<file path="config.mk">
export PLATFORM = sky130hd
export DESIGN_NAME = rotary_encoder_step_decoder_flat
export DESIGN_NICKNAME = d
export VERILOG_FILES = /design/src/sv/rotenc_pkg.sv /design/src/sv/rotenc_ifs.sv /design/src/sv/rotenc_step.sv /design/src/sv/rotary_encoder_step_decoder.sv /design/src/flat_wrapper.sv
export SDC_FILE = /design/constraint.sdc
export NUM_CORES = 1
export LEC_CHECK = 0
export BUFFER_PORTS_ARGS = -buffer_cell sky130_fd_sc_hd__buf_2
export CAP_MARGIN = 40
export CORE_UTILIZATION = 45
export CTS_CLUSTER_DIAMETER = 60
export DETAILED_ROUTE_END_ITERATION = 12
export GPL_TIMING_DRIVEN = 0
export MAX_ROUTING_LAYER = met4
export PLACE_DENSITY_LB_ADDON = 0.1
export SLEW_MARGIN = 40
export SYNTH_ARGS = -nofsm -noshare
export SYNTH_HDL_FRONTEND = slang
export SYNTH_SLANG_ARGS = --single-unit
export TNS_END_PERCENT = 30
</file>
<file path="constraint.sdc">
create_clock -name clk -period 2.1 [get_ports clk]
set_clock_uncertainty 0.2 [all_clocks]
set_input_delay 0.105 -clock clk [delete_from_list [all_inputs] [get_ports clk]]
set_output_delay 0.105 -clock clk [all_outputs]
set_load 0.05 [all_outputs]
</file>
<file path="src/sv/rotenc_pkg.sv">
// Shared types, constants and the half-step transition table for the rotary encoder decoder.
package rotenc_pkg;

  localparam int TRANSITIONS_PER_STEP_DEF = 2;

  typedef enum logic [2:0] {
    PH_START          = 3'd0,
    PH_CCW_BEGIN      = 3'd1,
    PH_CW_BEGIN       = 3'd2,
    PH_START_MID      = 3'd3,
    PH_CW_BEGIN_MID   = 3'd4,
    PH_CCW_BEGIN_MID  = 3'd5
  } phase_t;

  typedef enum logic [1:0] {
    MARK_NONE = 2'd0,
    MARK_CW   = 2'd1,
    MARK_CCW  = 2'd2
  } mark_t;

  typedef struct packed {
    phase_t phase;
    mark_t  mark;
  } entry_t;

  typedef struct packed {
    logic step_taken;
    logic step_direction;
  } step_res_t;

  // code is {pin_a, pin_b}; unused phase codes behave as the start state
  function automatic entry_t next_entry(input phase_t phase, input logic [1:0] code);
    entry_t e;
    e.phase = PH_START;
    e.mark  = MARK_NONE;
    unique case (phase)
      PH_CCW_BEGIN: begin
        unique case (code)
          2'd0: begin e.phase = PH_START_MID; e.mark = MARK_CCW; end
          2'd1: e.phase = PH_START;
          2'd2: e.phase = PH_CCW_BEGIN;
          default: e.phase = PH_START;
        endcase
      end
      PH_CW_BEGIN: begin
        unique case (code)
          2'd0: begin e.phase = PH_START_MID; e.mark = MARK_CW; end
          2'd1: e.phase = PH_CW_BEGIN;
          2'd2: e.phase = PH_START;
          default: e.phase = PH_START;
        endcase
      end
      PH_START_MID: begin
        unique case (code)
          2'd0: e.phase = PH_START_MID;
          2'd1: e.phase = PH_CCW_BEGIN_MID;
          2'd2: e.phase = PH_CW_BEGIN_MID;
          default: e.phase = PH_START;
        endcase
      end
      PH_CW_BEGIN_MID: begin
        unique case (code)
          2'd0: e.phase = PH_START_MID;
          2'd1: e.phase = PH_START_MID;
          2'd2: e.phase = PH_CW_BEGIN_MID;
          default: begin e.phase = PH_START; e.mark = MARK_CW; end
        endcase
      end
      PH_CCW_BEGIN_MID: begin
        unique case (code)
          2'd0: e.phase = PH_START_MID;
          2'd1: e.phase = PH_CCW_BEGIN_MID;
          2'd2: e.phase = PH_START_MID;
          default: begin e.phase = PH_START; e.mark = MARK_CCW; end
        endcase
      end
      default: begin
        unique case (code)
          2'd0: e.phase = PH_START_MID;
          2'd1: e.phase = PH_CW_BEGIN;
          2'd2: e.phase = PH_CCW_BEGIN;
          default: e.phase = PH_START;
        endcase
      end
    endcase
    return e;
  endfunction

endpackage

</file>
<file path="src/sv/rotenc_ifs.sv">
// Handshake channel interfaces for pin samples, step results and the enable register.
interface rotenc_sample_if;
  logic valid;
  logic ready;
  logic pin_a;
  logic pin_b;
  modport source (output valid, output pin_a, output pin_b, input ready);
  modport sink (input valid, input pin_a, input pin_b, output ready);
endinterface

interface rotenc_step_if;
  logic valid;
  logic ready;
  logic step_taken;
  logic step_direction;
  modport source (output valid, output step_taken, output step_direction, input ready);
  modport sink (input valid, input step_taken, input step_direction, output ready);
endinterface

interface rotenc_cfg_if;
  logic valid;
  logic ready;
  logic event_enable;
  modport source (output valid, output event_enable, input ready);
  modport sink (input valid, input event_enable, output ready);
endinterface

</file>
<file path="src/sv/rotenc_step.sv">
// Next-state logic: table lookup, transition counter update and step decision.
module rotenc_step #(
  parameter int TRANSITIONS_PER_STEP = rotenc_pkg::TRANSITIONS_PER_STEP_DEF,
  parameter int CNT_W = 1
) (
  input  rotenc_pkg::phase_t    phase,
  input  logic [CNT_W-1:0]      count,
  input  logic                  enable,
  input  logic                  pin_a,
  input  logic                  pin_b,
  output rotenc_pkg::phase_t    phase_next,
  output logic [CNT_W-1:0]      count_next,
  output rotenc_pkg::step_res_t res
);

  rotenc_pkg::entry_t entry;
  logic               marked;
  logic [CNT_W:0]     count_inc;
  logic               hit;

  always_comb begin
    entry      = rotenc_pkg::next_entry(phase, {pin_a, pin_b});
    phase_next = entry.phase;
    marked     = enable && (entry.mark == rotenc_pkg::MARK_CW ||
                            entry.mark == rotenc_pkg::MARK_CCW);
    count_inc  = {1'b0, count} + (CNT_W+1)'(1);
    hit        = count_inc >= (CNT_W+1)'(TRANSITIONS_PER_STEP);
    count_next = count;
    res.step_taken     = 1'b0;
    res.step_direction = 1'b0;
    if (marked) begin
      if (hit) begin
        count_next         = '0;
        res.step_taken     = 1'b1;
        res.step_direction = (entry.mark == rotenc_pkg::MARK_CCW);
      end else begin
        count_next = count_inc[CNT_W-1:0];
      end
    end
  end

endmodule

</file>
<file path="src/sv/rotary_encoder_step_decoder.sv">
// Rotary encoder half-step decoder: one pin sample in, one step result out per beat.
// Takes one sample every clock cycle when the result side keeps up; each sample passes
// through the input register, then the result register, before its result appears. The
// phase and counter registers are updated in the same cycle the sample moves into the
// result register, so that feedback loop sets the rate. event_enable resets to 1
// and is written through the cfg channel, which is always ready.
module rotary_encoder_step_decoder #(
  parameter int TRANSITIONS_PER_STEP = rotenc_pkg::TRANSITIONS_PER_STEP_DEF
) (
  input  logic                    clk,
  input  logic                    rst,
  rotenc_cfg_if.sink              cfg,
  rotenc_sample_if.sink           samples,
  rotenc_step_if.source           steps
);

  localparam int CNT_W = (TRANSITIONS_PER_STEP > 1) ? $clog2(TRANSITIONS_PER_STEP) : 1;

  logic                  event_enable;
  logic                  s1_valid;
  logic                  s1_pin_a;
  logic                  s1_pin_b;
  logic                  s1_adv;
  logic                  out_valid;
  rotenc_pkg::step_res_t out_res;
  rotenc_pkg::phase_t    phase;
  rotenc_pkg::phase_t    phase_next;
  logic [CNT_W-1:0]      count;
  logic [CNT_W-1:0]      count_next;
  rotenc_pkg::step_res_t res_next;

  assign cfg.ready     = 1'b1;
  assign s1_adv        = s1_valid && (!out_valid || steps.ready);
  assign samples.ready = !s1_valid || s1_adv;

  assign steps.valid          = out_valid;
  assign steps.step_taken     = out_res.step_taken;
  assign steps.step_direction = out_res.step_direction;

  rotenc_step #(
    .TRANSITIONS_PER_STEP(TRANSITIONS_PER_STEP),
    .CNT_W(CNT_W)
  ) u_step (
    .phase(phase),
    .count(count),
    .enable(event_enable),
    .pin_a(s1_pin_a),
    .pin_b(s1_pin_b),
    .phase_next(phase_next),
    .count_next(count_next),
    .res(res_next)
  );

  always_ff @(posedge clk) begin
    if (rst) begin
      event_enable <= 1'b1;
    end else if (cfg.valid) begin
      event_enable <= cfg.event_enable;
    end
  end

  always_ff @(posedge clk) begin
    if (rst) begin
      s1_valid  <= 1'b0;
      out_valid <= 1'b0;
      phase     <= rotenc_pkg::PH_START;
      count     <= '0;
    end else begin
      if (samples.ready) begin
        s1_valid <= samples.valid;
      end
      if (s1_adv) begin
        out_valid <= 1'b1;
        phase     <= phase_next;
        count     <= count_next;
      end else if (steps.ready) begin
        out_valid <= 1'b0;
      end
    end
  end

  always_ff @(posedge clk) begin
    if (samples.valid && samples.ready) begin
      s1_pin_a <= samples.pin_a;
      s1_pin_b <= samples.pin_b;
    end
    if (s1_adv) begin
      out_res <= res_next;
    end
  end

`ifndef SYNTH
  a_dir_only_with_step: assert property (@(posedge clk) disable iff (rst)
    out_valid && out_res.step_direction |-> out_res.step_taken)
    else $error("step direction set without a step");

  a_count_in_range: assert property (@(posedge clk) disable iff (rst)
    {1'b0, count} < (CNT_W+1)'(TRANSITIONS_PER_STEP))
    else $error("transition counter out of range");

  a_step_clears_count: assert property (@(posedge clk) disable iff (rst)
    out_valid && out_res.step_taken |-> count == '0)
    else $error("counter not cleared after a step");

  a_disabled_holds_count: assert property (@(posedge clk) disable iff (rst)
    !event_enable && !cfg.valid |=> $stable(count))
    else $error("counter moved while disabled");

  a_stalled_sample_held: assert property (@(posedge clk) disable iff (rst)
    s1_valid && !s1_adv |=> s1_valid && $stable(s1_pin_a) && $stable(s1_pin_b))
    else $error("held sample lost or changed");
`endif

endmodule
</file>
<file path="src/flat_wrapper.sv">
// flat-port wrapper written by rule: the top's interface ports become plain ports
module rotary_encoder_step_decoder_flat 
#(
  parameter int TRANSITIONS_PER_STEP = rotenc_pkg::TRANSITIONS_PER_STEP_DEF
)
  (clk, rst, cfg_valid, cfg_event_enable, cfg_ready, samples_valid, samples_pin_a, samples_pin_b, samples_ready, steps_valid, steps_step_taken, steps_step_direction, steps_ready);
  rotenc_cfg_if cfg_i ();
  rotenc_sample_if samples_i ();
  rotenc_step_if steps_i ();
  input  logic clk;
  input  logic rst;
  input wire logic [$bits(cfg_i.valid)-1:0] cfg_valid;
  input wire logic [$bits(cfg_i.event_enable)-1:0] cfg_event_enable;
  output wire logic [$bits(cfg_i.ready)-1:0] cfg_ready;
  input wire logic [$bits(samples_i.valid)-1:0] samples_valid;
  input wire logic [$bits(samples_i.pin_a)-1:0] samples_pin_a;
  input wire logic [$bits(samples_i.pin_b)-1:0] samples_pin_b;
  output wire logic [$bits(samples_i.ready)-1:0] samples_ready;
  output wire logic [$bits(steps_i.valid)-1:0] steps_valid;
  output wire logic [$bits(steps_i.step_taken)-1:0] steps_step_taken;
  output wire logic [$bits(steps_i.step_direction)-1:0] steps_step_direction;
  input wire logic [$bits(steps_i.ready)-1:0] steps_ready;
  assign cfg_i.valid = cfg_valid;
  assign cfg_i.event_enable = cfg_event_enable;
  assign cfg_ready = cfg_i.ready;
  assign samples_i.valid = samples_valid;
  assign samples_i.pin_a = samples_pin_a;
  assign samples_i.pin_b = samples_pin_b;
  assign samples_ready = samples_i.ready;
  assign steps_valid = steps_i.valid;
  assign steps_step_taken = steps_i.step_taken;
  assign steps_step_direction = steps_i.step_direction;
  assign steps_i.ready = steps_ready;
  rotary_encoder_step_decoder #(.TRANSITIONS_PER_STEP(TRANSITIONS_PER_STEP)) u_core (.clk(clk), .rst(rst), .cfg(cfg_i), .samples(samples_i), .steps(steps_i));
endmodule
</file>
==> impl_metrics.json <==
{
  "status": "finished with violations",
  "violations": "setup timing",
  "layout.nets": 130,
  "vias_per_cell": 5.23,
  "synth_xor_area_share_pct": 1.18,
  "grt_usage_pct": 20.9,
  "powerDensity_nw_per_um2": 523,
  "wire_per_inst_microns": 12.0,
  "synthesis.area_sq_um": 744,
  "die_h_microns": 42.7,
  "wl_met2_microns": 774,
  "fin_area_sq_um": 1000,
  "setup_viol": 3,
  "dpl-instance-area_sq_um": 827,
  "final_cell_mix": "buf_2 (11), nor2_1 (11), dlygate4sd3_1 (9)",
  "cp_max_fo": 5,
  "slowest_stage": "edfxtp_1",
  "crit_family": "simple AND/OR/NAND/NOR gates",
  "setup_tns_ns": -0.359,
  "synth_mux_area_share_pct": 3.53,
  "reg2reg_slack_ns": -0.13,
  "cts_tree": "done",
  "finalCritPeriodShare_pct": 106,
  "die_w_microns": 42.7,
  "final_cell_count_no_fill": 128,
  "min-delay-path-class": "in -> reg",
  "grt_pass1_wl_microns": 2770,
  "port-buffer-count": 10,
  "period_needed_ns": 2.23,
  "grt_max_degree": 11,
  "leakagePower_nw": 0.457,
  "start_util_pct": 48.9,
  "synth.top_cell.area_share_pct": 18.8,
  "clk_latency_ns": 0.28,
  "dr.pass1.iters": 4,
  "crit_top_cell": "inv_2",
  "syn_nets": 100,
  "syn_inst": 83,
  "cts-root-buf": "clkbuf_4",
  "cp-start-kind": "flip-flop",
  "reg2reg_from": "u_core.s1_pin_b",
  "hold_viol": 0,
  "holdPathEnd": "u_core.s1_pin_a",
  "reg2reg_to": "u_core.steps.step_direction",
  "grt_pass1_vias": 644,
  "hpwl_microns": 1000,
  "clock_path_buffers": 2,
  "hold_path.startpoint": "samples_pin_a",
  "highest_layer": "met4",
  "layout-drive-gt1-share_pct": 29.5,
  "pin_count": 13,
  "rr_worst_depth": 10,
  "clkTransAtPathRegs_ns": 0.08,
  "rsz0062_at_grt": "yes",
  "numCtsBuffers": 3,
  "cp_slowest_stage_delay_ns": 0.43,
  "ys_ff_latch": 11,
  "regArea_sq_um": 260,
  "critical_path_required_ns": 1.94,
  "synth_area_leader_cell": "dfxtp_1",
  "whs_path_depth": 2,
  "worstPathArrival_ns": 2.07,
  "crit_path_cell_trace": "inv_2 -> ha_4 -> inv_2 -> or3_1 -> o21ai_1 -> nand2b_1 -> ha_1 -> nor2b_2 -> buf_4 -> and3_4",
  "area_growth_pct": 34.3,
  "multi_input_area_sq_um": 460,
  "report.final.slew_viol_count": 0,
  "holdWs_ns": 0.332,
  "antenna_cells": 0,
  "overflow": 0,
  "path_buf_inv": 3,
  "routed-via-count": 669,
  "antenna_found_initial": 0,
  "syn_avg_cell_area_sq_um": 8.97,
  "synth_top_family_by_area": "simple AND/OR/NAND/NOR gates",
  "yosys.cell_types.count": 29,
  "fmax_mhz": 448,
  "power_mw": 0.523,
  "design.die.area_sq_um": 1820,
  "routed_wl_microns": 1540,
  "ir_drop_mv": 0.303,
  "seq_area_frac_synth_pct": 35.0,
  "dp_cells": 109,
  "row_count": 14,
  "end_kind": "flip-flop",
  "coreArea_sq_um": 1520,
  "cts_max_level": 1,
  "synth_compound_area_share_pct": 12.6,
  "path_class": "reg -> reg",
  "max_cap_violations": 0,
  "yosys-top-cells-area": "dfxtp_1 (19%), edfxtp_1 (16%), ha_1 (15%), nor2_1 (5.5%), nor2b_1 (5.0%)",
  "drt-initial-drc-count": 11,
  "dr_wl_met3_microns": 54,
  "synth_fa_ha_area_share_pct": 15.1,
  "route.detailed.drc": 0,
  "fillers": 130,
  "final.setup.worst_slack_ns": -0.130,
  "clkSinkCount": 11,
  "yosys.area_share.simple_pct": 25.9,
  "gp_congestion": 0.825,
  "ys_warn_count": 0,
  "drt-met1-wl_microns": 686,
  "postRouteAntennaNets": 0
}
[metal layers]
| layer | GRT usage [%] | vias to the layer above |
|---|---|---|
| li1 | - | 342 |
| met1 | 25.3 | 305 |
| met2 | 33.9 | 17 |
| met3 | 3.83 | 5 |
| met4 | 8.75 | 0 |
| met5 | - | - |
[per-stage QoR]
step / setup WS [ns] / utilization (%)
after floorplan: -0.0793 / -
after global placement: -0.236 / 54.3
after detailed placement: -0.286 / 54.3
after CTS: -0.102 / 64.6
after global routing: -0.261 / 65.6
final: -0.130 / 65.6
[cell usage after synthesis]
cell type and instances:
nor2_1 11, ha_1 9, dfxtp_1 7, nor2b_1 6, inv_1 5, edfxtp_1 4
nand2_1 4, o21ai_0 4, or3_1 4, a21oi_1 3, and3_1 3, a311oi_1 2
and2_1 2, nand2b_1 2, nor3_1 2, nor3b_1 2, a211o_1 1, buf_2 1
buf_4 1, buf_6 1, clkbuf_1 1, conb_1 1, mux2_2 1, mux2_4 1
nand3_1 1, o22ai_1 1, o311a_1 1, o41ai_2 1, xor2_1 1
[area by class of cell]
class | count | share of cell area [%]
clock buffers | 3 | 2.25
flip-flops and latches | 11 | 26.0
clock inverters | 1 | 0.501
multi-input cells | 63 | 46.1
inverters | 5 | 1.88
well taps | 16 | 2.00
repair buffers | 25 | 18.5
plain buffers | 4 | 2.75
[flip-flops by register name, summed over array words and instances (netlist names)]
register,flops
u_core.steps.valid,1
u_core.phase,3
u_core.s1_pin_b,1
u_core.count,1
u_core.event_enable,1
u_core.steps.step_taken,1
u_core.s1_pin_a,1
u_core.steps.step_direction,1
u_core.s1_valid,1
[logic make-up after synthesis]
group | Yosys count
AND/OR/NAND/NOR | 37
multiplexers | 2
XOR/XNOR | 1
flip-flops | 11
adder cells (fa/ha/maj) | 9
AO/OA/AOI/OAI | 13
buffers and inverters | 9
other | 1
[report_power, final]
| part | total [mW] | switching, mW | internal [mW] |
|---|---|---|---|
| Sequential | 0.241 | 0.00854 | 0.232 |
| Clock | 0.152 | 0.0816 | 0.0707 |
| Combinational | 0.130 | 0.0664 | 0.0635 |
| Total | 0.523 | 0.157 | 0.366 |
[worst max path at each step]
stage / startpoint / to / cells after the start
global route: u_core.s1_pin_b / u_core.count / 11
floorplan: u_core.s1_pin_a / u_core.count / 11
global placement: u_core.s1_pin_a / u_core.count / 11
finish: u_core.s1_pin_b / u_core.steps.step_direction / 10
CTS: u_core.s1_pin_b / u_core.steps.step_direction / 9
detailed placement: u_core.s1_pin_a / u_core.count / 11
[what timing repair did]
action | in CTS | in global routing
gates resized for setup | 1 | 2
hold endpoints to repair | 7 | 0
setup endpoints to repair | 3 | 3
pin swaps | 1 | 1
hold buffers | 9 | 0
buffers inserted | 5 | 1
Power figures use the tool's default switching activity.
